`src/rtl/acen_pkg.sv`:
```
// ----------------------------------------------------------------------------
// acen_pkg: shared types and constants of the Anger centroid block
// Field widths, accumulator format, and the control bundles passed between the
// lane, merge and divider stages.
// ----------------------------------------------------------------------------
package acen_pkg;

	// item field widths
	localparam int NUM_CHANS = 8;
	localparam int CHAN_BITS = 16;
	localparam int EN_BITS   = 24;
	localparam int POS_BITS  = 16;

	// accumulators wrap in this two's complement width
	localparam int ACC_BITS  = 27;
	// signed position weights, held in a type that spans -32..31
	localparam int WGT_BITS  = 6;

	// saturation limits, as magnitudes and as codes
	localparam int POS_MAX_MAG = 32767;
	localparam int POS_MIN_MAG = 32768;
	localparam logic signed [POS_BITS-1:0] POS_MAX = 16'sh7FFF;
	localparam logic signed [POS_BITS-1:0] POS_MIN = 16'sh8000;

	typedef logic signed [ACC_BITS-1:0] acc_t;
	typedef logic [EN_BITS-1:0]         energy_t;
	typedef logic signed [WGT_BITS-1:0] wgt_t;
	typedef logic signed [POS_BITS-1:0] pos_t;

	// row control travelling alongside the lane outputs
	typedef struct packed {
		logic    valid;
		logic    last;
		wgt_t    row_w;
		energy_t energy;
	} row_ctl_t;

	// divider result after clipping
	typedef struct packed {
		pos_t pos;
		logic sat;
	} div_res_t;

endpackage

```
`src/rtl/acen_if.sv`:
```
// ----------------------------------------------------------------------------
// acen_if: row and result channels of the Anger centroid block
// Valid/ready channels; an item moves when valid and ready are both high.
// ----------------------------------------------------------------------------
interface acen_row_if;
	logic                             valid;
	logic                             ready;
	logic [acen_pkg::CHAN_BITS-1:0]   chan_0;
	logic [acen_pkg::CHAN_BITS-1:0]   chan_1;
	logic [acen_pkg::CHAN_BITS-1:0]   chan_2;
	logic [acen_pkg::CHAN_BITS-1:0]   chan_3;
	logic [acen_pkg::CHAN_BITS-1:0]   chan_4;
	logic [acen_pkg::CHAN_BITS-1:0]   chan_5;
	logic [acen_pkg::CHAN_BITS-1:0]   chan_6;
	logic [acen_pkg::CHAN_BITS-1:0]   chan_7;
	logic [acen_pkg::EN_BITS-1:0]     event_energy;

	modport source (
		output valid, chan_0, chan_1, chan_2, chan_3, chan_4, chan_5, chan_6, chan_7,
		       event_energy,
		input  ready
	);
	modport sink (
		input  valid, chan_0, chan_1, chan_2, chan_3, chan_4, chan_5, chan_6, chan_7,
		       event_energy,
		output ready
	);
endinterface

interface acen_res_if;
	logic                                valid;
	logic                                ready;
	logic signed [acen_pkg::POS_BITS-1:0] pos_x;
	logic signed [acen_pkg::POS_BITS-1:0] pos_y;
	logic                                zero_energy;
	logic                                saturated;

	modport source (
		output valid, pos_x, pos_y, zero_energy, saturated,
		input  ready
	);
	modport sink (
		input  valid, pos_x, pos_y, zero_energy, saturated,
		output ready
	);
endinterface

```
`src/rtl/anger_centroid_8x8.sv`:
```
// Path: a row is registered in the lanes and then in the merge stage; the last row starts the
// dividers, whose results are clipped and registered at the output. Throughput: one row per
// cycle within an event; the divider takes one quotient bit per cycle, so rows of the next
// event wait from the last row until the result is registered.
// Reset: arst_n clears the row counter, accumulators, divider and output valid at once.
// ----------------------------------------------------------------------------
// anger_centroid_8x8: Anger logic centroid of an 8x8 detector event
// Column lanes weight each row, a merge stage accumulates x and y over the
// event, and two dividers scale by the event energy into clipped positions.
// ----------------------------------------------------------------------------
module anger_centroid_8x8 #(
	parameter int GRID_SIDE   = 8,
	parameter int SAMPLE_BITS = 16,
	parameter int FRAC_BITS   = 12
) (
	input  logic       clk,
	input  logic       arst_n,
	acen_row_if.sink   rows,
	acen_res_if.source centroid
);

	localparam int NLANE = (GRID_SIDE < acen_pkg::NUM_CHANS) ? GRID_SIDE : acen_pkg::NUM_CHANS;
	localparam int SAMPLE_W = (SAMPLE_BITS < acen_pkg::CHAN_BITS) ?
	                          SAMPLE_BITS : acen_pkg::CHAN_BITS;
	localparam int RW = $clog2(GRID_SIDE);

	logic [acen_pkg::CHAN_BITS-1:0] chan [acen_pkg::NUM_CHANS];
	logic                           accept;
	logic                           last;
	logic [RW-1:0]                  row_q;
	logic                           busy_q;
	acen_pkg::wgt_t                 row_w;
	acen_pkg::row_ctl_t             ctl_s1;
	acen_pkg::acc_t                 wx_s1 [NLANE];
	logic [SAMPLE_W-1:0]            e_s1 [NLANE];
	logic                           start;
	acen_pkg::acc_t                 sum_x;
	acen_pkg::acc_t                 sum_y;
	acen_pkg::energy_t              start_energy;
	logic                           zero_q;
	logic                           done_x;
	logic                           done_y;
	acen_pkg::div_res_t             res_x;
	acen_pkg::div_res_t             res_y;
	logic                           out_load;
	logic                           out_valid_q;
	acen_pkg::pos_t                 pos_x_q;
	acen_pkg::pos_t                 pos_y_q;
	logic                           zero_out_q;
	logic                           sat_q;

	// channel fields as an array for the lanes
	always_comb begin
		chan[0] = rows.chan_0;
		chan[1] = rows.chan_1;
		chan[2] = rows.chan_2;
		chan[3] = rows.chan_3;
		chan[4] = rows.chan_4;
		chan[5] = rows.chan_5;
		chan[6] = rows.chan_6;
		chan[7] = rows.chan_7;
	end

	// input handshake and row position
	always_comb begin
		rows.ready = !busy_q;
		accept     = rows.valid && !busy_q;
		last       = row_q == RW'(GRID_SIDE - 1);
		row_w      = acen_pkg::wgt_t'(GRID_SIDE - 1) - acen_pkg::wgt_t'({row_q, 1'b0});
	end

	// row counter and event hold while the divider works
	always_ff @(posedge clk or negedge arst_n) begin
		if (!arst_n) begin
			row_q  <= '0;
			busy_q <= 1'b0;
		end else begin
			if (accept) begin
				row_q <= last ? '0 : row_q + RW'(1);
			end
			if (accept && last) begin
				busy_q <= 1'b1;
			end else if (out_load) begin
				busy_q <= 1'b0;
			end
		end
	end

	// row control alongside the lane registers
	always_ff @(posedge clk or negedge arst_n) begin
		if (!arst_n) begin
			ctl_s1 <= '0;
		end else begin
			ctl_s1.valid <= accept;
			if (accept) begin
				ctl_s1.last   <= last;
				ctl_s1.row_w  <= row_w;
				ctl_s1.energy <= rows.event_energy;
			end
		end
	end

	// column lanes
	for (genvar c = 0; c < NLANE; c++) begin : g_lane
		acen_lane #(
			.WEIGHT   (GRID_SIDE - 1 - 2 * c),
			.SAMPLE_W (SAMPLE_W)
		) u_lane (
			.clk   (clk),
			.en    (accept),
			.chan  (chan[c]),
			.wx_s1 (wx_s1[c]),
			.e_s1  (e_s1[c])
		);
	end

	// merge and accumulate
	acen_merge #(
		.NLANE    (NLANE),
		.SAMPLE_W (SAMPLE_W)
	) u_merge (
		.clk    (clk),
		.arst_n (arst_n),
		.ctl_s1 (ctl_s1),
		.wx_s1  (wx_s1),
		.e_s1   (e_s1),
		.start  (start),
		.sum_x  (sum_x),
		.sum_y  (sum_y),
		.energy (start_energy)
	);

	// x and y dividers run together
	acen_div #(.FRAC_BITS(FRAC_BITS)) u_div_x (
		.clk    (clk),
		.arst_n (arst_n),
		.start  (start),
		.ack    (out_load),
		.acc    (sum_x),
		.energy (start_energy),
		.done   (done_x),
		.res    (res_x)
	);

	acen_div #(.FRAC_BITS(FRAC_BITS)) u_div_y (
		.clk    (clk),
		.arst_n (arst_n),
		.start  (start),
		.ack    (out_load),
		.acc    (sum_y),
		.energy (start_energy),
		.done   (done_y),
		.res    (res_y)
	);

	// zero energy flag taken when the event enters the dividers
	always_ff @(posedge clk) begin
		if (start) begin
			zero_q <= start_energy == '0;
		end
	end

	assign out_load = done_x && done_y && (!out_valid_q || centroid.ready);

	// output register
	always_ff @(posedge clk or negedge arst_n) begin
		if (!arst_n) begin
			out_valid_q <= 1'b0;
		end else if (out_load) begin
			out_valid_q <= 1'b1;
		end else if (centroid.ready) begin
			out_valid_q <= 1'b0;
		end
	end

	always_ff @(posedge clk) begin
		if (out_load) begin
			pos_x_q    <= zero_q ? '0 : res_x.pos;
			pos_y_q    <= zero_q ? '0 : res_y.pos;
			zero_out_q <= zero_q;
			sat_q      <= !zero_q && (res_x.sat || res_y.sat);
		end
	end

	// result channel
	always_comb begin
		centroid.valid       = out_valid_q;
		centroid.pos_x       = pos_x_q;
		centroid.pos_y       = pos_y_q;
		centroid.zero_energy = zero_out_q;
		centroid.saturated   = sat_q;
	end

endmodule

```
`src/rtl/acen_lane.sv`:
```
// ----------------------------------------------------------------------------
// acen_lane: one column lane
// Masks the channel sample and registers it with its column-weighted value.
// ----------------------------------------------------------------------------
module acen_lane #(
	parameter int WEIGHT   = 7,
	parameter int SAMPLE_W = 16
) (
	input  logic                           clk,
	input  logic                           en,
	input  logic [acen_pkg::CHAN_BITS-1:0] chan,
	output acen_pkg::acc_t                 wx_s1,
	output logic [SAMPLE_W-1:0]            e_s1
);

	localparam acen_pkg::wgt_t W = acen_pkg::wgt_t'(WEIGHT);

	logic [SAMPLE_W-1:0] e;
	acen_pkg::acc_t      e_ext;
	acen_pkg::acc_t      w_ext;

	// keep only the sample bits, widen for the weight product
	always_comb begin
		e     = chan[SAMPLE_W-1:0];
		e_ext = acen_pkg::acc_t'(e);
		w_ext = acen_pkg::acc_t'(W);
	end

	// lane register
	always_ff @(posedge clk) begin
		if (en) begin
			wx_s1 <= e_ext * w_ext;
			e_s1  <= e;
		end
	end

endmodule

```
`src/rtl/acen_merge.sv`:
```
// ----------------------------------------------------------------------------
// acen_merge: lane merge and event accumulators
// Sums the lane outputs, applies the row weight, and accumulates x and y over
// the rows of one event; flags the last row towards the divider.
// ----------------------------------------------------------------------------
module acen_merge #(
	parameter int NLANE    = 8,
	parameter int SAMPLE_W = 16
) (
	input  logic                clk,
	input  logic                arst_n,
	input  acen_pkg::row_ctl_t  ctl_s1,
	input  acen_pkg::acc_t      wx_s1 [NLANE],
	input  logic [SAMPLE_W-1:0] e_s1 [NLANE],
	output logic                start,
	output acen_pkg::acc_t      sum_x,
	output acen_pkg::acc_t      sum_y,
	output acen_pkg::energy_t   energy
);

	localparam int RSW = SAMPLE_W + 4;

	acen_pkg::acc_t     xs;
	logic [RSW-1:0]     rs;
	acen_pkg::acc_t     rs_ext;
	acen_pkg::acc_t     rw_ext;
	acen_pkg::acc_t     xs_s2;
	acen_pkg::acc_t     ys_s2;
	acen_pkg::row_ctl_t ctl_s2;
	acen_pkg::acc_t     acc_x_q;
	acen_pkg::acc_t     acc_y_q;

	// sum over the lanes
	always_comb begin
		xs = '0;
		rs = '0;
		for (int i = 0; i < NLANE; i++) begin
			xs = xs + wx_s1[i];
			rs = rs + RSW'(e_s1[i]);
		end
		rs_ext = acen_pkg::acc_t'(rs);
		rw_ext = acen_pkg::acc_t'(ctl_s1.row_w);
	end

	// merged row terms
	always_ff @(posedge clk or negedge arst_n) begin
		if (!arst_n) begin
			ctl_s2 <= '0;
			xs_s2  <= '0;
			ys_s2  <= '0;
		end else begin
			ctl_s2 <= ctl_s1;
			if (ctl_s1.valid) begin
				xs_s2 <= xs;
				ys_s2 <= rs_ext * rw_ext;
			end
		end
	end

	// running sums including the row now in stage two
	always_comb begin
		sum_x  = acc_x_q + xs_s2;
		sum_y  = acc_y_q + ys_s2;
		start  = ctl_s2.valid && ctl_s2.last;
		energy = ctl_s2.energy;
	end

	// event accumulators, cleared once the last row has gone to the divider
	always_ff @(posedge clk or negedge arst_n) begin
		if (!arst_n) begin
			acc_x_q <= '0;
			acc_y_q <= '0;
		end else if (ctl_s2.valid) begin
			if (ctl_s2.last) begin
				acc_x_q <= '0;
				acc_y_q <= '0;
			end else begin
				acc_x_q <= sum_x;
				acc_y_q <= sum_y;
			end
		end
	end

endmodule

```
`src/rtl/acen_div.sv`:
```
// ----------------------------------------------------------------------------
// acen_div: sequential centroid divider
// Restoring division of the scaled accumulator magnitude by the event energy,
// one quotient bit per cycle, then sign and clipping to the position range.
// ----------------------------------------------------------------------------
module acen_div #(
	parameter int FRAC_BITS = 12
) (
	input  logic                clk,
	input  logic                arst_n,
	input  logic                start,
	input  logic                ack,
	input  acen_pkg::acc_t      acc,
	input  acen_pkg::energy_t   energy,
	output logic                done,
	output acen_pkg::div_res_t  res
);

	localparam int DW = acen_pkg::ACC_BITS + FRAC_BITS;
	localparam int CW = $clog2(DW + 1);
	localparam int EB = acen_pkg::EN_BITS;

	typedef enum logic [1:0] {ST_IDLE, ST_RUN, ST_DONE} state_t;

	state_t                        state_q;
	logic [DW-1:0]                 quo_q;
	logic [EB-1:0]                 rem_q;
	logic [EB-1:0]                 den_q;
	logic                          neg_q;
	logic [CW-1:0]                 cnt_q;
	logic [acen_pkg::ACC_BITS-1:0] mag;
	logic [EB:0]                   trial;
	logic [EB:0]                   diff;
	logic                          fits;

	// magnitude and one restoring step
	always_comb begin
		mag   = acc[acen_pkg::ACC_BITS-1] ? acen_pkg::ACC_BITS'(-acc) : acc;
		trial = {rem_q, quo_q[DW-1]};
		fits  = trial >= {1'b0, den_q};
		diff  = trial - {1'b0, den_q};
	end

	// sequencer and datapath registers
	always_ff @(posedge clk or negedge arst_n) begin
		if (!arst_n) begin
			state_q <= ST_IDLE;
			quo_q   <= '0;
			rem_q   <= '0;
			den_q   <= '0;
			neg_q   <= 1'b0;
			cnt_q   <= '0;
		end else begin
			case (state_q)
				ST_IDLE: begin
					if (start) begin
						quo_q   <= {mag, {FRAC_BITS{1'b0}}};
						rem_q   <= '0;
						den_q   <= energy;
						neg_q   <= acc[acen_pkg::ACC_BITS-1];
						cnt_q   <= CW'(DW);
						state_q <= ST_RUN;
					end
				end
				ST_RUN: begin
					quo_q <= {quo_q[DW-2:0], fits};
					rem_q <= fits ? diff[EB-1:0] : trial[EB-1:0];
					cnt_q <= cnt_q - CW'(1);
					if (cnt_q == CW'(1)) begin
						state_q <= ST_DONE;
					end
				end
				ST_DONE: begin
					if (ack) begin
						state_q <= ST_IDLE;
					end
				end
				default: begin
					state_q <= ST_IDLE;
				end
			endcase
		end
	end

	// sign and clip the quotient
	always_comb begin
		done    = state_q == ST_DONE;
		res.sat = 1'b0;
		if (neg_q) begin
			if (quo_q > DW'(acen_pkg::POS_MIN_MAG)) begin
				res.pos = acen_pkg::POS_MIN;
				res.sat = 1'b1;
			end else begin
				res.pos = acen_pkg::pos_t'(-quo_q[acen_pkg::POS_BITS-1:0]);
			end
		end else begin
			if (quo_q > DW'(acen_pkg::POS_MAX_MAG)) begin
				res.pos = acen_pkg::POS_MAX;
				res.sat = 1'b1;
			end else begin
				res.pos = acen_pkg::pos_t'(quo_q[acen_pkg::POS_BITS-1:0]);
			end
		end
	end

endmodule
```
`src/flat_wrapper.sv`:
```
// flat-port wrapper written by rule: the top's interface ports become plain ports
module anger_centroid_8x8_flat 
#(
	parameter int GRID_SIDE   = 8,
	parameter int SAMPLE_BITS = 16,
	parameter int FRAC_BITS   = 12
)
  (clk, arst_n, rows_valid, rows_chan_0, rows_chan_1, rows_chan_2, rows_chan_3, rows_chan_4, rows_chan_5, rows_chan_6, rows_chan_7, rows_event_energy, rows_ready, centroid_valid, centroid_pos_x, centroid_pos_y, centroid_zero_energy, centroid_saturated, centroid_ready);
  acen_row_if rows_i ();
  acen_res_if centroid_i ();
  input  logic clk;
  input  logic arst_n;
  input wire logic [$bits(rows_i.valid)-1:0] rows_valid;
  input wire logic [$bits(rows_i.chan_0)-1:0] rows_chan_0;
  input wire logic [$bits(rows_i.chan_1)-1:0] rows_chan_1;
  input wire logic [$bits(rows_i.chan_2)-1:0] rows_chan_2;
  input wire logic [$bits(rows_i.chan_3)-1:0] rows_chan_3;
  input wire logic [$bits(rows_i.chan_4)-1:0] rows_chan_4;
  input wire logic [$bits(rows_i.chan_5)-1:0] rows_chan_5;
  input wire logic [$bits(rows_i.chan_6)-1:0] rows_chan_6;
  input wire logic [$bits(rows_i.chan_7)-1:0] rows_chan_7;
  input wire logic [$bits(rows_i.event_energy)-1:0] rows_event_energy;
  output wire logic [$bits(rows_i.ready)-1:0] rows_ready;
  output wire logic [$bits(centroid_i.valid)-1:0] centroid_valid;
  output wire logic [$bits(centroid_i.pos_x)-1:0] centroid_pos_x;
  output wire logic [$bits(centroid_i.pos_y)-1:0] centroid_pos_y;
  output wire logic [$bits(centroid_i.zero_energy)-1:0] centroid_zero_energy;
  output wire logic [$bits(centroid_i.saturated)-1:0] centroid_saturated;
  input wire logic [$bits(centroid_i.ready)-1:0] centroid_ready;
  assign rows_i.valid = rows_valid;
  assign rows_i.chan_0 = rows_chan_0;
  assign rows_i.chan_1 = rows_chan_1;
  assign rows_i.chan_2 = rows_chan_2;
  assign rows_i.chan_3 = rows_chan_3;
  assign rows_i.chan_4 = rows_chan_4;
  assign rows_i.chan_5 = rows_chan_5;
  assign rows_i.chan_6 = rows_chan_6;
  assign rows_i.chan_7 = rows_chan_7;
  assign rows_i.event_energy = rows_event_energy;
  assign rows_ready = rows_i.ready;
  assign centroid_valid = centroid_i.valid;
  assign centroid_pos_x = centroid_i.pos_x;
  assign centroid_pos_y = centroid_i.pos_y;
  assign centroid_zero_energy = centroid_i.zero_energy;
  assign centroid_saturated = centroid_i.saturated;
  assign centroid_i.ready = centroid_ready;
  anger_centroid_8x8 #(.GRID_SIDE(GRID_SIDE), .SAMPLE_BITS(SAMPLE_BITS), .FRAC_BITS(FRAC_BITS)) u_core (.clk(clk), .arst_n(arst_n), .rows(rows_i), .centroid(centroid_i));
endmodule
```
`config.mk`:
```
export PLATFORM = sky130hd
export DESIGN_NAME = anger_centroid_8x8_flat
export DESIGN_NICKNAME = d
export VERILOG_FILES = /design/src/rtl/acen_pkg.sv /design/src/rtl/acen_if.sv /design/src/rtl/anger_centroid_8x8.sv /design/src/rtl/acen_lane.sv /design/src/rtl/acen_merge.sv /design/src/rtl/acen_div.sv /design/src/flat_wrapper.sv
export SDC_FILE = /design/constraint.sdc
export NUM_CORES = 2
export LEC_CHECK = 0
export BUFFER_PORTS_ARGS = -buffer_cell sky130_fd_sc_hd__buf_2
export CORE_UTILIZATION = 60
export CTS_BUF_LIST = sky130_fd_sc_hd__clkbuf_16
export DETAILED_ROUTE_END_ITERATION = 10
export PLACE_DENSITY_LB_ADDON = 0.05
export RECOVER_POWER = 25
export SLEW_MARGIN = 20
export SYNTH_ARGS = -nofsm -noshare
export SYNTH_HDL_FRONTEND = slang
export SYNTH_HIERARCHICAL = 1
export SYNTH_SLANG_ARGS = --single-unit
```
`constraint.sdc`:
```
create_clock -name clk -period 10.63 [get_ports clk]
set_input_delay 1.063 -clock clk [delete_from_list [all_inputs] [get_ports clk]]
set_output_delay 1.063 -clock clk [all_outputs]
set_load 0.05 [all_outputs]
```
---- Word-level counts from Yosys, hierarchy flattened ----
Cells that the tools add are included.
operators by class
  $add $sub $neg .......................... 27
  $mul .................................... 7
  $lt $le $gt $ge ......................... 6
  eq/ne operators ......................... 13
  mux-type cells .......................... 37
  reduce and logical (&&, ||, !) cells .... 24
operator list
  operator                                               number
  adder 27 bit                                           8
  one-hot mux 39 bit (2 select lines)                    2
  2-to-1 mux 27 bit                                      4
  one-hot mux 24 bit (2 select lines)                    2
  > comparator 39 x 15 -> 1 bit (second input constant)  2
  > comparator 39 x 16 -> 1 bit (second input constant)  2
  2-to-1 mux 39 bit                                      2
  2-to-1 mux 24 bit                                      3
  2-to-1 mux 16 bit                                      4
  adder 20 x 16 -> 20 bit                                3
  negation 27 bit                                        2
  >= comparator 25 x 24 -> 1 bit                         2
  subtractor 24 bit                                      2
  multiplier 17 x 4 -> 21 bit (second input constant)    2
  multiplier 16 x 3 -> 19 bit (second input constant)    2
  2-to-1 mux 17 bit                                      2
  negation 16 bit                                        2
  adder 27 x 17 -> 27 bit                                1
  negation 16 -> 27 bit                                  1
  multiplier 21 x 5 -> 26 bit                            1
  logical NOT 24 bit                                     1
  one-hot mux 6 bit (2 select lines)                     2
  adder 19 x 16 -> 20 bit                                1
  multiplier 17 x 3 -> 20 bit (second input constant)    1
  25 further kinds                                       60
storage, ports and cells
  register bits ........................... 714
  input bits .............................. 156
  output and inout bits ................... 36
  word-level logic and storage cells ...... 160

---- Logic depth before layout (Yosys ltp) ----
  depth in word-level cells ............... 8
  depth in mapped cells ................... 39
  depth with buffers taken out ............ 38

---- Modules after synthesis ----
Netlist, hierarchy kept.
modules (own cells, without submodules)
  module                                times used  cells each  area an instance (µm²)  sequential area each (µm²)
  acen_merge                            1           1947        19626.3                 3353.2
  acen_div at u_core.u_div_x            1           791         6480.0                  2402.3
  acen_div at u_core.u_div_y            1           759         6303.5                  2402.3
  acen_lane at u_core.g_lane[6].u_lane  1           236         2810.2                  1081.0
  anger_centroid_8x8                    1           224         2676.3                  1926.8
  acen_lane at u_core.g_lane[0].u_lane  1           169         2218.4                  1021.0
  acen_lane at u_core.g_lane[5].u_lane  1           181         2200.9                  1021.0
  acen_lane at u_core.g_lane[7].u_lane  1           166         2095.8                  1021.0
  acen_lane at u_core.g_lane[2].u_lane  1           156         1890.6                  991.0
  acen_lane at u_core.g_lane[1].u_lane  1           146         1884.3                  991.0
  acen_lane at u_core.g_lane[4].u_lane  1           97          1612.8                  1231.2
  acen_lane at u_core.g_lane[3].u_lane  1           44          686.9                   480.5

---- Least setup slack after synthesis ----
OpenSTA, ideal clock, no wires.
  path type ............................... flip-flop to flip-flop
  start point ............................. register u_core/g_lane[3].u_lane/wx_s1[1] (netlist name)
  end point ............................... register u_core.u_merge.ys_s2[23]
  setup time .............................. 120 ps
  arrival ................................. 8914 ps
  path slack .............................. 1596 ps
  cell stages (with the launch flop) ...... 38
  path buffers ............................ 1
  cells stage by stage .................... edfxtp_1 -> fa_1 -> inv_1 -> fa_1 -> inv_1 -> ha_1 -> inv_1 -> fa_1 -> nor2b_1 -> o21ai_0 -> a21boi_0 -> o21ai_0 -> a21boi_1 -> o21a_1 -> o21a_1 -> or4_1 -> nand3_1 -> fa_1 -> [2 not listed] -> o21bai_1 -> a21o_1 -> a311o_2 -> a21oi_4 -> buf_6 -> nor4bb_1 -> a311o_1 -> fa_1 -> fa_1 -> fa_1 -> ha_1 -> ha_1 -> a21o_1 -> a21o_1 -> a2111oi_2 -> o41ai_1 -> or2_0 -> a31o_2
RTL lines
  element               line              text
  end signal, assigned  acen_merge.sv:55  ys_s2 <= rs_ext * rw_ext;
  end, declared         acen_merge.sv:28  acen_pkg::acc_t ys_s2;

==> impl_metrics.py <==
metrics = {
    "worst_setup_path": {
        "cp-end-kind": "register",
        "worstSetupPathType": "reg2reg",
        "crit_top_cell": "fa_1",
        "crit_fanout": 6,
        "r2r_start": "u_core/g_lane[3].u_lane/wx_s1[1]$_DFFE_PP_",
        "reg2reg_slack_ns": 0.53,
        "worstReg2RegEnd": "u_core/u_merge/ys_s2[22]$_DFFE_PN0P_",
        "cp.required_ns": 11.15,
        "critPathSlowestCell": "fa_1",
        "reg2reg_depth": 38,
        "cp-start-kind": "register",
        "crit_path_max_incr_delay_ns": 0.59,
        "cp_data_arrival_time_ns": 10.61,
    },
    "synthesis": {
        "synth_compound_area_frac": 0.1498,
        "yosys_warnings": 6,
        "synthSimpleGateAreaFrac": 0.1267,
        "synth-seq-cells": 657,
        "synth.area.top_cells": "dfrtp_1, edfxtp_1, fa_1",
        "syn_area_per_cell_um2": 10.27,
        "synth_top_area_cell": "dfrtp_1",
        "synth_top_family_by_area": "adder cells",
        "synthesis.area_um2": 50490,
        "synthTopCellsByCount": "inv_1, ha_1, nand2_1",
        "ys_seq_area_frac": 0.3550,
        "synth.top_cell.area_share": 0.1789,
        "synth.most_common_cell": "inv_1",
        "syn_inst": 4916,
        "yosys.area_share.xor_xnor": 0.04771,
        "synth_adder_area_share": 0.2435,
        "synth_cell_type_count": 115,
        "synthFlopType": "dfrtp_1",
        "async_flop_share": 0.5495,
        "synth.area.mux_share": 0.01361,
        "synth-edff-count": 296,
    },
    "routing": {
        "met1Wirelength_um": 50060,
        "route.detailed.drc": 0,
        "drt_iter0_markers": 2333,
        "ant_nets": 0,
        "routed_wl_um": 119500,
        "via_per_inst": 5.826,
        "topRoutingLayerUsed": "met5",
        "vias": 35710,
        "drtPass1Iterations": 6,
        "wl_met3_um": 5594,
        "met2WireLength_um": 59730,
        "wl_per_cell_um": 19.50,
    },
    "clock_network": {
        "clk_latency_ns": 0.66,
        "cts_buffer_depth": 3,
        "cts_sinks": 657,
        "cts_tree": "yes",
        "htreeDepth": 3,
        "path_clk_slew_ns": 0.06,
        "numCtsBuffers": 76,
        "ctsRootBufferMaster": "clkbuf_16",
        "holdBufCountCts": 0,
    },
    "placed_design": {
        "place_ws_ns": 0.4035,
        "dpl.hpwl_um": 92010,
        "dp_cells": 5980,
        "place_congestion": 0.9623,
        "portBuffers": 191,
        "place_area_um2": 51720,
    },
    "sta": {
        "final_hold_viol_count": 0,
        "finClkSkew_ns": 0.02405,
        "max_freq_ghz": 0.09903,
        "tightest_slew_ns": 5.358,
        "setup_viol": 0,
        "slew_viol_final": 473,
        "period_share": 0.9500,
        "fin_crit_ns": 10.10,
        "rsz0062_at_grt": "no",
        "final.setup.worst_slack_ns": 0.5318,
        "relSlewSlack": -2.572,
        "fin_setup_tns_ns": 0,
    },
    "floorplanning": {
        "io_pins": 192,
        "start_util": 0.6052,
        "core_um2": 83420,
        "num_rows": 106,
        "die_w_um": 292.1,
        "die-area_um2": 85310,
        "die_h_um": 292.1,
    },
    "hold_path": {
        "worstHoldPathCells": 0,
        "hold_start": "u_core/ctl_s1[20]$_DFFE_PN0P_",
        "holdPathEnd": "u_core/u_merge/energy[20]$_DFF_PN0_",
        "hold_class": "reg2reg",
    },
    "grt": {
        "grt_usage": 0.2841,
        "grt_pass1_wl_um": 191700,
        "antenna_found_initial": 12,
        "overflow": 0,
        "grt_max_degree": 139,
        "grt_pass1_vias": 35970,
    },
    "status": {
        "status": "complete, but fails checks",
        "violations": "capacitance limit, slew limit",
    },
    "finish": {
        "drive_above_1_share": 0.08006,
        "nets": 5914,
        "layoutNonFillerInstCount": 6130,
        "finalInstanceArea_um2": 54180,
        "fill_cells": 6839,
        "area_growth_pct": 7.316,
    },
    "run": {
        "cap_violations": 8,
    },
}
## critical path, delay by kind of cell (launching register included)
kind	cells	cell delay [ns]
fa+ha+maj	11	4.45
compound gates	18	4.05
simple gates	6	0.89
flops	1	0.43
buf+inv	3	0.18
## worst max path at each step
stage | startpoint | end | cells after the start
after floorplan | u_core/g_lane[3].u_lane/wx_s1[1]$_DFFE_PP_ | u_core/u_merge/ys_s2[23]$_DFFE_PN0P_ | 37
after global placement | u_core/g_lane[3].u_lane/wx_s1[1]$_DFFE_PP_ | u_core/u_merge/ys_s2[26]$_DFFE_PN0P_ | 37
after detailed placement | u_core/g_lane[3].u_lane/wx_s1[1]$_DFFE_PP_ | u_core/u_merge/ys_s2[26]$_DFFE_PN0P_ | 37
after CTS | u_core/g_lane[3].u_lane/wx_s1[1]$_DFFE_PP_ | u_core/u_merge/ys_s2[26]$_DFFE_PN0P_ | 37
after global routing | u_core/g_lane[3].u_lane/wx_s1[1]$_DFFE_PP_ | u_core/u_merge/ys_s2[23]$_DFFE_PN0P_ | 37
final | u_core/g_lane[3].u_lane/wx_s1[1]$_DFFE_PP_ | u_core/u_merge/ys_s2[22]$_DFFE_PN0P_ | 38
## stage by stage
stage                     hold WS [ns]    util
after detailed placement        0.3579  0.6200
after CTS                       0.3719  0.6506
after global routing            0.3743  0.6494
final                           0.3695  0.6495
after floorplan                 0.3519       -
after global placement          0.3558  0.6200
## area by class of cell
| cell class | count | area (um^2) | share of cell area |
|---|---|---|---|
| Tap cell | 1080 | 1351 | 0.02494 |
| Antenna cell | 4 | 10.01 | 0.0001847 |
| Clock inverter | 66 | 649.4 | 0.01199 |
| Sequential cell | 657 | 17920 | 0.3308 |
| Clock buffer | 76 | 1902 | 0.03510 |
| Inverter | 462 | 1748 | 0.03226 |
| Multi-Input combinational cell | 3563 | 29550 | 0.5455 |
| Timing Repair Buffer | 222 | 1041 | 0.01921 |
## placed cells by master, fill, tap and decap left out, types with 120 or more instances in the layout
cell        n
a21oi_1   253
clkbuf_1  120
dfrtp_1   359
edfxtp_1  296
fa_1      344
ha_1      432
inv_1     477
nand2_1   414
nand3_1   131
nor2_1    205
nor2b_1   128
o21ai_0   292
xnor2_1   166
## state kept, by name (all words and copies together) (netlist names), 3 cells and up
name	flops
u_core/g_lane.u_lane/e_s1	105
u_core/u_merge/acc_y_q	27
u_core/u_div_y/rem_q	24
u_core/u_div_x/cnt_q	6
u_core/u_div_x/rem_q	24
u_core/centroid.pos_x	16
u_core/u_div_y/quo_q	39
u_core/g_lane.u_lane/wx_s1	156
u_core/u_merge/acc_x_q	27
u_core/centroid.pos_y	16
u_core/u_div_x/den_q	24
u_core/u_div_y/den_q	24
u_core/u_merge/ys_s2	27
u_core/ctl_s1	30
u_core/u_merge/energy	24
u_core/u_div_x/quo_q	39
u_core/row_q	3
u_core/u_merge/xs_s2	27
u_core/u_div_y/cnt_q	6
## cells by family after synthesis
kind of cell	count (synthesis)
and+or+nand+nor	1272
AOI/OAI and AO/OA	1140
adders and majority gates	776
buffers and inverters	728
DFF	657
xor gates and xnor gates	275
muxes	64
other	4
## layer usage
metal  vias up  track usage
met5         -            0
met1     17480       0.3595
met4        18      0.09795
met2       760       0.4982
li1      17240            -
met3       210      0.03988
## what timing repair did
action	4_1_cts	5_1_grt
endpoints found under the setup margin	0	7
buffers inserted	0	3
gates resized for setup	0	6
Power is left out: the tool's default activity adds up to more than one toggle a clock period on the data nets, which glitch-free logic cannot reach.
